`src/rtl/fcm_pkg.sv`:
```
`timescale 1ns / 1ps
// ---------------------------------------------------------------------------
// fcm_pkg
// Types, widths and codes shared by the checkpoint monitor modules.
// ---------------------------------------------------------------------------
package fcm_pkg;

  // slot table size
  localparam int NUM_SLOTS = 16;
  localparam int SLOT_AW   = (NUM_SLOTS > 1) ? $clog2(NUM_SLOTS) : 1;
  localparam int SLOT_CW   = $clog2(NUM_SLOTS + 1);

  // field widths
  localparam int OP_W   = 2;
  localparam int ID_W   = 4;
  localparam int SIG_W  = 32;
  localparam int TS_W   = 64;
  localparam int STAT_W = 2;
  localparam int CNT_W  = 32;

  // request and result queues
  localparam int QUEUE_DEPTH = 2;
  localparam int QUEUE_AW    = (QUEUE_DEPTH > 1) ? $clog2(QUEUE_DEPTH) : 1;
  localparam int QUEUE_CW    = $clog2(QUEUE_DEPTH + 1);

  typedef logic [OP_W-1:0]   op_t;
  typedef logic [STAT_W-1:0] status_t;

  // operation codes
  localparam op_t OP_REGISTER = 2'd0;
  localparam op_t OP_ENTRY    = 2'd1;
  localparam op_t OP_EXIT     = 2'd2;
  localparam op_t OP_CHECK    = 2'd3;

  // status codes
  localparam status_t STAT_OK    = 2'd0;
  localparam status_t STAT_UNREG = 2'd1;
  localparam status_t STAT_FULL  = 2'd2;

  // classified request handed from front to back
  typedef struct packed {
    op_t             op;
    logic [ID_W-1:0] id;
    logic            in_range;
    logic [SIG_W-1:0] sig;
    logic [TS_W-1:0] ts;
  } cmd_t;

  // one result
  typedef struct packed {
    status_t          status;
    logic [ID_W-1:0]  assigned_id;
    logic             check_passed;
    logic             failed_flag;
    logic [CNT_W-1:0] call_count;
    logic [TS_W-1:0]  last_ticks;
    logic [TS_W-1:0]  max_ticks;
    logic [SIG_W-1:0] balance;
  } res_t;

endpackage

```
`src/rtl/flow_checkpoint_monitor.sv`:
```
`timescale 1ns / 1ps
// ---------------------------------------------------------------------------
// flow_checkpoint_monitor
// Program flow and timing monitor with a signature accumulator.
//
//   channel  | handshake          | ports
//   ---------+--------------------+----------------------------------------
//   request  | push / full        | in_opcode in_checkpoint_id in_signature
//            |                    | in_timestamp
//   result   | empty / pop        | out_status out_assigned_id ... out_balance
//
// Each request passes through the execute sequencer steps take, slot table
// read, elapsed time and count, and commit; one request is in execution at a time.
// A two-entry request queue and a two-entry result queue decouple the sides.
// The sequencer waits while the result queue is full.
// Reset clears both queues, the slot valid bits, the slot count, the
// accumulator and the failure flag; it takes effect on the next edge.
// ---------------------------------------------------------------------------
module flow_checkpoint_monitor (
  input  logic                        clk,
  input  logic                        rst_n,
  input  logic                        push,
  output logic                        full,
  input  logic [fcm_pkg::OP_W-1:0]    in_opcode,
  input  logic [fcm_pkg::ID_W-1:0]    in_checkpoint_id,
  input  logic [fcm_pkg::SIG_W-1:0]   in_signature,
  input  logic [fcm_pkg::TS_W-1:0]    in_timestamp,
  output logic                        empty,
  input  logic                        pop,
  output logic [fcm_pkg::STAT_W-1:0]  out_status,
  output logic [fcm_pkg::ID_W-1:0]    out_assigned_id,
  output logic                        out_check_passed,
  output logic                        out_failed_flag,
  output logic [fcm_pkg::CNT_W-1:0]   out_call_count,
  output logic [fcm_pkg::TS_W-1:0]    out_last_ticks,
  output logic [fcm_pkg::TS_W-1:0]    out_max_ticks,
  output logic [fcm_pkg::SIG_W-1:0]   out_balance
);
  import fcm_pkg::*;

  logic cmd_valid, cmd_pop;
  cmd_t cmd;
  res_t res;

  // request intake and classification
  fcm_front u_front (
    .clk              (clk),
    .rst_n            (rst_n),
    .push             (push),
    .full             (full),
    .in_opcode        (in_opcode),
    .in_checkpoint_id (in_checkpoint_id),
    .in_signature     (in_signature),
    .in_timestamp     (in_timestamp),
    .cmd_valid        (cmd_valid),
    .cmd_pop          (cmd_pop),
    .cmd              (cmd)
  );

  // execution and result queue
  fcm_back u_back (
    .clk       (clk),
    .rst_n     (rst_n),
    .cmd_valid (cmd_valid),
    .cmd_pop   (cmd_pop),
    .cmd       (cmd),
    .pop       (pop),
    .empty     (empty),
    .res       (res)
  );

  assign out_status       = res.status;
  assign out_assigned_id  = res.assigned_id;
  assign out_check_passed = res.check_passed;
  assign out_failed_flag  = res.failed_flag;
  assign out_call_count   = res.call_count;
  assign out_last_ticks   = res.last_ticks;
  assign out_max_ticks    = res.max_ticks;
  assign out_balance      = res.balance;

endmodule

```
`src/rtl/fcm_front.sv`:
```
`timescale 1ns / 1ps
// ---------------------------------------------------------------------------
// fcm_front
// Accepts requests, checks the id range and buffers them for the back end.
// ---------------------------------------------------------------------------
module fcm_front (
  input  logic                       clk,
  input  logic                       rst_n,
  input  logic                       push,
  output logic                       full,
  input  logic [fcm_pkg::OP_W-1:0]   in_opcode,
  input  logic [fcm_pkg::ID_W-1:0]   in_checkpoint_id,
  input  logic [fcm_pkg::SIG_W-1:0]  in_signature,
  input  logic [fcm_pkg::TS_W-1:0]   in_timestamp,
  output logic                       cmd_valid,
  input  logic                       cmd_pop,
  output fcm_pkg::cmd_t              cmd
);
  import fcm_pkg::*;

  cmd_t                q_r [QUEUE_DEPTH];
  logic [QUEUE_AW-1:0] wr_ptr_r, wr_ptr_nxt;
  logic [QUEUE_AW-1:0] rd_ptr_r, rd_ptr_nxt;
  logic [QUEUE_CW-1:0] count_r, count_nxt;
  logic                do_push, do_pop;
  cmd_t                in_cmd;

  // classify the incoming request
  always_comb begin
    in_cmd.op       = in_opcode;
    in_cmd.id       = in_checkpoint_id;
    in_cmd.in_range = (32'(in_checkpoint_id) < NUM_SLOTS);
    in_cmd.sig      = in_signature;
    in_cmd.ts       = in_timestamp;
  end

  assign full      = (count_r == QUEUE_CW'(QUEUE_DEPTH));
  assign cmd_valid = (count_r != '0);
  assign cmd       = q_r[rd_ptr_r];
  assign do_push   = push && !full;
  assign do_pop    = cmd_pop && cmd_valid;

  // pointer and fill bookkeeping
  always_comb begin
    wr_ptr_nxt = wr_ptr_r;
    rd_ptr_nxt = rd_ptr_r;
    count_nxt  = count_r;
    if (do_push) begin
      wr_ptr_nxt = (wr_ptr_r == QUEUE_AW'(QUEUE_DEPTH - 1)) ? '0 : wr_ptr_r + 1'b1;
    end
    if (do_pop) begin
      rd_ptr_nxt = (rd_ptr_r == QUEUE_AW'(QUEUE_DEPTH - 1)) ? '0 : rd_ptr_r + 1'b1;
    end
    if (do_push && !do_pop) begin
      count_nxt = count_r + 1'b1;
    end else if (do_pop && !do_push) begin
      count_nxt = count_r - 1'b1;
    end
  end

  always_ff @(posedge clk) begin
    if (!rst_n) begin
      wr_ptr_r <= '0;
      rd_ptr_r <= '0;
      count_r  <= '0;
    end else begin
      wr_ptr_r <= wr_ptr_nxt;
      rd_ptr_r <= rd_ptr_nxt;
      count_r  <= count_nxt;
    end
  end

  // queue storage
  always_ff @(posedge clk) begin
    if (do_push) begin
      q_r[wr_ptr_r] <= in_cmd;
    end
  end

endmodule

```
`src/rtl/fcm_back.sv`:
```
`timescale 1ns / 1ps
// ---------------------------------------------------------------------------
// fcm_back
// Executes requests against the slot tables and queues the results.
// ---------------------------------------------------------------------------
module fcm_back (
  input  logic          clk,
  input  logic          rst_n,
  input  logic          cmd_valid,
  output logic          cmd_pop,
  input  fcm_pkg::cmd_t cmd,
  input  logic          pop,
  output logic          empty,
  output fcm_pkg::res_t res
);
  import fcm_pkg::*;

  // sequencer states
  localparam logic [1:0] ST_IDLE = 2'd0;
  localparam logic [1:0] ST_READ = 2'd1;
  localparam logic [1:0] ST_CALC = 2'd2;
  localparam logic [1:0] ST_DONE = 2'd3;

  logic [1:0]          state_r, state_nxt;

  // slot tables
  logic [SIG_W-1:0]    sig_tab_r   [NUM_SLOTS];
  logic [TS_W-1:0]     start_tab_r [NUM_SLOTS];
  logic [TS_W-1:0]     last_tab_r  [NUM_SLOTS];
  logic [TS_W-1:0]     max_tab_r   [NUM_SLOTS];
  logic [CNT_W-1:0]    cnt_tab_r   [NUM_SLOTS];
  logic [NUM_SLOTS-1:0] valid_r;

  // global state
  logic [SIG_W-1:0]    acc_r, acc_nxt;
  logic [SLOT_CW-1:0]  used_r, used_nxt;
  logic                fail_r, fail_nxt;

  // request in flight and its table reads
  cmd_t                cur_r;
  logic [SLOT_AW-1:0]  cur_slot;
  logic [SIG_W-1:0]    rd_sig_r;
  logic [TS_W-1:0]     rd_start_r;
  logic [TS_W-1:0]     rd_last_r;
  logic [TS_W-1:0]     rd_max_r;
  logic [CNT_W-1:0]    rd_cnt_r;
  logic                rd_valid_r;
  logic [TS_W-1:0]     diff_r;
  logic [CNT_W-1:0]    cnt_inc_r;

  // commit controls
  logic                commit;
  logic                wr_reg, wr_entry, wr_exit;
  logic [SLOT_AW-1:0]  wr_slot;
  logic [TS_W-1:0]     new_max;
  res_t                res_new;

  // result queue
  res_t                rq_r [QUEUE_DEPTH];
  logic [QUEUE_AW-1:0] rq_wr_r, rq_wr_nxt;
  logic [QUEUE_AW-1:0] rq_rd_r, rq_rd_nxt;
  logic [QUEUE_CW-1:0] rq_count_r, rq_count_nxt;
  logic                rq_full, rq_pop;

  assign cur_slot = SLOT_AW'(cur_r.id);
  assign rq_full  = (rq_count_r == QUEUE_CW'(QUEUE_DEPTH));
  assign empty    = (rq_count_r == '0);
  assign res      = rq_r[rq_rd_r];
  assign rq_pop   = pop && !empty;
  assign commit   = (state_r == ST_DONE);
  assign cmd_pop  = (state_r == ST_IDLE) && cmd_valid && !rq_full;

  // sequencer: take, read tables, compute, commit
  always_comb begin
    state_nxt = state_r;
    unique case (state_r)
      ST_IDLE: begin
        if (cmd_pop) state_nxt = ST_READ;
      end
      ST_READ: state_nxt = ST_CALC;
      ST_CALC: state_nxt = ST_DONE;
      ST_DONE: state_nxt = ST_IDLE;
      default: state_nxt = ST_IDLE;
    endcase
  end

  // operation result and state updates at commit
  always_comb begin
    res_new  = '0;
    acc_nxt  = acc_r;
    used_nxt = used_r;
    fail_nxt = fail_r;
    wr_reg   = 1'b0;
    wr_entry = 1'b0;
    wr_exit  = 1'b0;
    new_max  = (diff_r > rd_max_r) ? diff_r : rd_max_r;
    unique case (cur_r.op)
      OP_REGISTER: begin
        if (used_r == SLOT_CW'(NUM_SLOTS)) begin
          res_new.status = STAT_FULL;
        end else begin
          wr_reg              = 1'b1;
          used_nxt            = SLOT_CW'(used_r + 1'b1);
          res_new.assigned_id = ID_W'(used_r);
        end
      end
      OP_ENTRY: begin
        if (!rd_valid_r) begin
          res_new.status = STAT_UNREG;
        end else begin
          wr_entry           = 1'b1;
          acc_nxt            = acc_r + rd_sig_r;
          res_new.call_count = rd_cnt_r;
          res_new.last_ticks = rd_last_r;
          res_new.max_ticks  = rd_max_r;
        end
      end
      OP_EXIT: begin
        if (!rd_valid_r) begin
          res_new.status = STAT_UNREG;
        end else begin
          wr_exit            = 1'b1;
          acc_nxt            = acc_r - rd_sig_r;
          res_new.call_count = cnt_inc_r;
          res_new.last_ticks = diff_r;
          res_new.max_ticks  = new_max;
        end
      end
      OP_CHECK: begin
        if (acc_r == '0) begin
          fail_nxt             = 1'b0;
          res_new.check_passed = 1'b1;
        end else begin
          fail_nxt = 1'b1;
        end
      end
      default: ;
    endcase
    res_new.failed_flag = fail_nxt;
    res_new.balance     = acc_nxt;
  end

  assign wr_slot = wr_reg ? SLOT_AW'(used_r) : cur_slot;

  // control state
  always_ff @(posedge clk) begin
    if (!rst_n) begin
      state_r <= ST_IDLE;
      acc_r   <= '0;
      used_r  <= '0;
      fail_r  <= 1'b0;
      valid_r <= '0;
    end else begin
      state_r <= state_nxt;
      if (commit) begin
        acc_r  <= acc_nxt;
        used_r <= used_nxt;
        fail_r <= fail_nxt;
        if (wr_reg) valid_r[wr_slot] <= 1'b1;
      end
    end
  end

  // request capture, table reads and elapsed time
  always_ff @(posedge clk) begin
    if (cmd_pop) begin
      cur_r <= cmd;
    end
    if (state_r == ST_READ) begin
      rd_sig_r   <= sig_tab_r[cur_slot];
      rd_start_r <= start_tab_r[cur_slot];
      rd_last_r  <= last_tab_r[cur_slot];
      rd_max_r   <= max_tab_r[cur_slot];
      rd_cnt_r   <= cnt_tab_r[cur_slot];
      rd_valid_r <= cur_r.in_range && valid_r[cur_slot];
    end
    if (state_r == ST_CALC) begin
      diff_r    <= cur_r.ts - rd_start_r;
      cnt_inc_r <= CNT_W'(rd_cnt_r + 1'b1);
    end
  end

  // slot table writes
  always_ff @(posedge clk) begin
    if (commit) begin
      if (wr_reg) begin
        sig_tab_r[wr_slot]   <= cur_r.sig;
        start_tab_r[wr_slot] <= '0;
        last_tab_r[wr_slot]  <= '0;
        max_tab_r[wr_slot]   <= '0;
        cnt_tab_r[wr_slot]   <= '0;
      end else if (wr_entry) begin
        start_tab_r[wr_slot] <= cur_r.ts;
      end else if (wr_exit) begin
        last_tab_r[wr_slot] <= diff_r;
        max_tab_r[wr_slot]  <= new_max;
        cnt_tab_r[wr_slot]  <= cnt_inc_r;
      end
    end
  end

  // result queue bookkeeping
  always_comb begin
    rq_wr_nxt    = rq_wr_r;
    rq_rd_nxt    = rq_rd_r;
    rq_count_nxt = rq_count_r;
    if (commit) begin
      rq_wr_nxt = (rq_wr_r == QUEUE_AW'(QUEUE_DEPTH - 1)) ? '0 : rq_wr_r + 1'b1;
    end
    if (rq_pop) begin
      rq_rd_nxt = (rq_rd_r == QUEUE_AW'(QUEUE_DEPTH - 1)) ? '0 : rq_rd_r + 1'b1;
    end
    if (commit && !rq_pop) begin
      rq_count_nxt = rq_count_r + 1'b1;
    end else if (rq_pop && !commit) begin
      rq_count_nxt = rq_count_r - 1'b1;
    end
  end

  always_ff @(posedge clk) begin
    if (!rst_n) begin
      rq_wr_r    <= '0;
      rq_rd_r    <= '0;
      rq_count_r <= '0;
    end else begin
      rq_wr_r    <= rq_wr_nxt;
      rq_rd_r    <= rq_rd_nxt;
      rq_count_r <= rq_count_nxt;
    end
  end

  always_ff @(posedge clk) begin
    if (commit) begin
      rq_r[rq_wr_r] <= res_new;
    end
  end

endmodule

```
`config.mk`:
```
export PLATFORM = sky130hd
export DESIGN_NAME = flow_checkpoint_monitor
export DESIGN_NICKNAME = d
export VERILOG_FILES = /design/src/rtl/fcm_pkg.sv /design/src/rtl/flow_checkpoint_monitor.sv /design/src/rtl/fcm_front.sv /design/src/rtl/fcm_back.sv
export SDC_FILE = /design/constraint.sdc
export NUM_CORES = 2
export LEC_CHECK = 0
export ABC_AREA = 0
export BUFFER_PORTS_ARGS = -buffer_cell sky130_fd_sc_hd__buf_2
export CORE_MARGIN = 1
export CORE_UTILIZATION = 30
export CTS_BUF_LIST = sky130_fd_sc_hd__clkbuf_8
export DETAILED_ROUTE_END_ITERATION = 12
export PLACE_DENSITY = 0.49
export SYNTH_ARGS = -nofsm -noshare
export SYNTH_HDL_FRONTEND = slang
export SYNTH_MEMORY_MAX_BITS = 65536
export SYNTH_SLANG_ARGS = --single-unit
```
`constraint.sdc`:
```
create_clock -name clk -period 11.3 [get_ports clk]
set_input_delay 0.565 -clock clk [delete_from_list [all_inputs] [get_ports clk]]
set_output_delay 0.565 -clock clk [all_outputs]
set_load 0.1 [all_outputs]
```
-- Word-level counts from Yosys, hierarchy flattened
Memories as Yosys holds them, arrays and structs flattened. A register that Yosys moved wholly into a read port is not among the register bits.
Index checks and enable logic that the tools add are counted.
- reduce and logical (&&, ||, !) cells: 28
- bitwise gates (word level): 6
- $add $sub $neg: 13
- equal/unequal tests: 10
- mux-type cells: 58
- order comparisons: 4
- operators by type and width (kind ; count):
    $mux 160 ; 2
    $pmux 160 s2 ; 1
    $mux 64 ; 4
    $mux 32 ; 3
    $gt 64x64->1 ; 1
    $pmux 32 s2 ; 1
    $sub 64x64->64 ; 1
    $mux 1 ; 34
    $add 32x1->32 const B ; 1
    $add 32x32->32 ; 1
    $logic_not 32->1 ; 1
    $sub 32x32->32 ; 1
    $or 16x16->16 ; 1
    $eq 2x2->1 const B ; 6
    $mux 2 ; 6
    $mux 4 ; 3
    $logic_and 1x1->1 ; 11
    $lt 4x5->1 const B ; 2
    $pmux 2 s4 ; 1
    $logic_not 1->1 ; 7
    $logic_not 2->1 ; 3
    $reduce_bool 2->1 ; 3
    $add 5x1->5 const B ; 1
    $eq 5x5->1 const B ; 1
    other kinds (14) ; 23
- logic and storage cells: 141
- RAM bits: 4700
- memories: 7
- output and inout port bits: 202
- register bits: 162
- memory list (name ; depth ; bits a word ; read ports ; clocked after Yosys merged registers in ; write ports ; line ; source):
    u_back.last_tab_r ; 16 ; 64 ; 1 ; 1 ; 1 ; fcm_back.sv:29 ; logic [TS_W-1:0] last_tab_r [NUM_SLOTS];
    u_back.max_tab_r ; 16 ; 64 ; 1 ; 1 ; 1 ; fcm_back.sv:30 ; logic [TS_W-1:0] max_tab_r [NUM_SLOTS];
    u_back.start_tab_r ; 16 ; 64 ; 1 ; 1 ; 1 ; fcm_back.sv:28 ; logic [TS_W-1:0] start_tab_r [NUM_SLOTS];
    u_back.cnt_tab_r ; 16 ; 32 ; 1 ; 1 ; 1 ; fcm_back.sv:31 ; logic [CNT_W-1:0] cnt_tab_r [NUM_SLOTS];
    u_back.sig_tab_r ; 16 ; 32 ; 1 ; 1 ; 1 ; fcm_back.sv:27 ; logic [SIG_W-1:0] sig_tab_r [NUM_SLOTS];
    u_back.rq_r ; 2 ; 200 ; 1 ; 1 ; 1 ; fcm_back.sv:59 ; res_t rq_r [QUEUE_DEPTH];
    +1 memories ; - ; - ; - ; - ; - ; - ;

-- Depth between registers and ports, before layout
- depth in word-level cells: 9
- depth in mapped cells: 13

-- Cells and area by module
Synthesis repeated with hierarchy kept, for this count alone.
- cells, all modules: 9651
- area, all modules: 205562.2 um2
- by module, submodules not included (module ; instances ; cells each ; area an instance (um2)):
    fcm_back ; 1 ; 9307 ; 197932.3
    fcm_front ; 1 ; 344 ; 7629.8

-- Worst setup path before layout
Ideal clock, no wire load.
- path type: register -> register
- start: register u_back.state_r[0]
- end: register u_back.rq_wr_r
- setup time: 0.097 ns
- data arrival time: 10.084 ns
- path slack: 1.119 ns
- data required time: 11.203 ns
- buffers on the path: 2
- period minus slack after synthesis: 10.181 ns
- stages on the path, launching flop included: 7
- path through: dfxtp_1 > ha_1 > clkbuf_1 > inv_1 > clkbuf_1 > nor2_1 > o21a_1
- cells in the longest elaborated chain, start to end: 1
- ends and longest elaborated chain (element ; line ; source):
    start: declaration ; fcm_back.sv:24 ; logic [1:0] state_r, state_nxt;
    start signal: assignment ; fcm_back.sv:154 ; state_r <= state_nxt;
    $eq 2x2->1 ; fcm_back.sv:70 ; assign commit = (state_r == ST_DONE);
    end signal: assignment ; fcm_back.sv:226 ; rq_wr_r <= rq_wr_nxt;
    end: declaration ; fcm_back.sv:60 ; logic [QUEUE_AW-1:0] rq_wr_r, rq_wr_nxt;
No other way between the ends.
A chain may end at the register's enable or synchronous reset.

==> results.md <==
- Status: finished, violations left
- Failing checks: design-rule violations
- GPL Wtd Cong: 0.8409
- IO Port Bufs: between 300 and 400
- Seq/Total Area, Yosys: 0.7577
- Max Slew Vio Count: 0
- Final min period: 5.970 ns
- Met1 Use GR: 0.2280
- Gr usage total: 0.1721
- Commonest cells after routing, fill and taps aside: edfxtp_1 (5,155), mux4_2 (1,255), clkbuf_8 (862), inv_1 (515), nor2_1 (323)
- Detailed Route WL: between 600,000 and 700,000 microns
- Cts bufs inserted: between 800 and 900
- Post-Syn Area: a little over 0.2 sq mm
- Post-Syn Nets: between 10k and 15k
- Busiest grt layer: met2
- Final setup viols: 0
- PwrDens: 223.9 mW/mm^2
- Mapped Cells: around 9.8k
- M3 GR Usage: 0.02431
- Critical Path AT: a little under 7 ns
- RSZ-0062 raised after global routing: no
- Ys flop type: edfxtp_1
- Syn. warnings: 0
- Wire per inst: 29.48 microns
- Initial antenna violation count: 72
- Starting Density: 0.3009
- EDFF count, synth: 5,155
- Hold Path Origin: in_timestamp[16]
- Core area: between 0.6 and 0.7 sq mm
- Crit Path Max Fanout: 96
- CTS-repair resized insts: 0
- Largest cells by area after synthesis: edfxtp_1 (75%), mux4_2 (14%), mux2_2 (1.7%)
- Critical path endpoint category: flop
- Comb power frac: 0.262
- Worst-path cell chain: buf_4 > buf_12 > buf_4 > buf_4 > buf_4 > mux4_2 > nor2b_1 > a211oi_1 > a31oi_1
- Clock Pin Slew Worst Setup and Hold Paths: ~0.070 ns
- Ys async rst share: 0
- Initial drt markers: around 10k
- Worst hold stages: 2
- Fmax: between 150 and 200 MHz
- CTS Root Cell: clkbuf_8
- Height of the die: ~830 microns
- First-pass GRT wire length: ~850,000 microns
- Global route total overflow: 0
- CTS tree: done
- Int Power: ~35,000 uW
- #FFs+latches synth: about 5.2k
- Synth area leader: edfxtp_1
- Netlist cell types: 92
- Synthesized area per cell: ~21 sq um
- Worst-Margin Slew: 1.383 ns
- Net Sw Frac: 0.3496
- Synth top area share: 0.7514
- Reg-to-Reg Start: u_back.cur_slot[0]$_DFFE_PP_
- Vias in the first global route: between 100k and 150k
- Via count: about 100k
- CTS Sinks: between 5k and 6k
- Most used cell, CP: buf_4
- Psw: between 15,000 and 20,000 uW
- Post-route clock period utilization: 0.5284
- Top Ports: between 300 and 400
- Startpoint types: flop
- Largest net degree at the start of global routing: 133
- Worst-Skew Late Latency: 1.37 ns
- Design area: 0.2377 sq mm
- Full die area: between 0.6 and 0.7 sq mm
- Worst setup path startpoint: u_back.cur_slot[0]$_DFFE_PP_
- H-Tree Depth: 6
- Placed Area: around 0.22 sq mm
- Global Route met2 Usage: 0.2936
- Fraction of layout cells with a size suffix above 1: 0.2839
- Post-DR vias/cell: roughly 5
- Most common cell after layout, fill and taps aside: edfxtp_1
- Total of max-cap violations: 0
- FF-to-FF path depth: 9
- Die W: ~830 microns
- Drt pass-1 iters: 12
- WS Path Type: reg2reg
- Clock Power Share: 0.293
- Slowest cell on the critical path: buf_4
- Final Skew: around 0.17 ns
- Hold crit path type: in2reg
- Worst VDD drop: approximately 0.2 mV
- Final layout net count: 11.21k
- CP Data Required Time: 12.29 ns
- FP Rows: between 300 and 400
- Critical Path Max Stage Delay: around 0.9 ns
- Setup_tns: 0 ns
- Area delta synth->final: 15.37%
- Final Hold Vio Count: 0
- DP Wirelength: 347,700 microns
- DRT antenna net count: 0
- Slew HR: 0.07816
- DRC: 28
- Fillcell total: roughly 64k
- Seq pwr share: 0.446
- Clock Path Buffers: 4
- Pleak: 0.07820 uW
cell usage after synthesis (8+ instances only):
library cell and n:
xor2_1 28, o21ai_0 115, nand4_1 46, clkbuf_1 361
a22oi_1 101, mux4_2 1255, o21bai_1 21, a211oi_1 52
o2111ai_1 9, buf_4 8, o211ai_1 24, nand3_1 53
inv_1 225, mux2i_1 82, a211o_1 8, a21o_1 57
nand2b_1 16, nand2_1 196, buf_1 92, nor2_1 360
a21oi_1 169, a221oi_1 8, a32o_1 66, o21a_1 36
ha_1 204, a31oi_1 43, and3_1 25, mux2_2 303
and2_1 189, o221a_2 11, or2_2 8, or3_1 11
o31ai_1 16, xnor2_1 81, nor2b_1 49, buf_2 36
nor4_1 15, dfxtp_1 65, nor3_1 61, edfxtp_1 5155
cells by family after synthesis:
family,after synthesis,synth area share
AOI/OAI and AO/OA,837,0.02885
xor gates and xnor gates,109,0.004634
adders and majority gates,207,0.01268
buffers and inverters,729,0.01370
DFF,5220,0.7577
muxes,1640,0.1577
and+or+nand+nor,1050,0.02471
stage by stage:
stage	hold WS [ns]	setup slack, ns	std cells	power, uW	utilization
global placement	0.4415	5.190	18880	38070	0.3209
global route	0.06686	4.727	20690	55220	0.3471
detailed placement	0.4507	5.264	18880	38160	0.3209
floorplan	0.4354	1.119	9792	32170	-
CTS	0.02059	5.147	20620	53850	0.3469
finish	0.1219	5.330	20700	53220	0.3472
what timing repair did:
item                                    CTS  global route
hold buffers                            187             0
endpoints found under the setup margin    0             0
setup buffers                             0             0
hold endpoints to repair                313             0
per-layer routing:
metal,wire (microns),up-vias,part of all wire
met5,41,-,0.000067
met3,33320,986,0.055
met2,302900,3838,0.50
met1,254200,56880,0.42
li1,-,43080,-
met4,19640,6,0.032
registers in the layout (all words and copies together) (netlist names), 98 cells and up, named ones only:
name,cells
u_back.sig_tab_r,512
u_back.last_tab_r,1024
u_back.cur_r,98
u_back.cnt_tab_r,512
u_back.rq_r,400
u_back.max_tab_r,1024
u_back.start_tab_r,1024
u_front.q_r,204
critical path, delay by kind of cell, from the launching register on:
kind                   cells  cell delay (ns)
DFF                        1             0.34
buffers and inverters      5             3.70
and+or+nand+nor            1             0.15
AOI/OAI and AO/OA          2             0.33
muxes                      1             0.62
worst paths after layout:
kind	endpoint	slack, ns
setup / recovery	u_back.rd_cnt_r[18]$_DFFE_PN_	5.33
hold / removal	u_front.q_r[0][16]$_DFFE_PP_	0.12
setup reg to reg	u_back.rd_cnt_r[18]$_DFFE_PN_	5.33
hold reg to reg	u_back.valid_r[11]$_SDFFE_PN0P_	0.47
final cells by class:
| class | count | area, sq um | area share |
|---|---|---|---|
| Timing Repair Buffer | 749 | 5698 | 0.02397 |
| Inverter | 229 | 869.6 | 0.003658 |
| Multi-Input combinational cell | 3843 | 47590 | 0.2002 |
| Tap cell | 9027 | 11290 | 0.04752 |
| Clock inverter | 691 | 4079 | 0.01716 |
| Clock buffer | 862 | 11860 | 0.04991 |
| Sequential cell | 5220 | 156100 | 0.6568 |
| Antenna cell | 79 | 197.7 | 0.0008317 |
power by group through the flow:
stage | clock (uW) | combinational (uW) | sequential, uW
finish | 15600 | 13900 | 23700
global route | 16800 | 14600 | 23800
CTS | 16000 | 14100 | 23700
detailed placement | 0 | 14000 | 24100
global placement | 0 | 14000 | 24100
floorplan | 0 | 8670 | 23500
No activity file was read; power rests on OpenSTA's default activity.
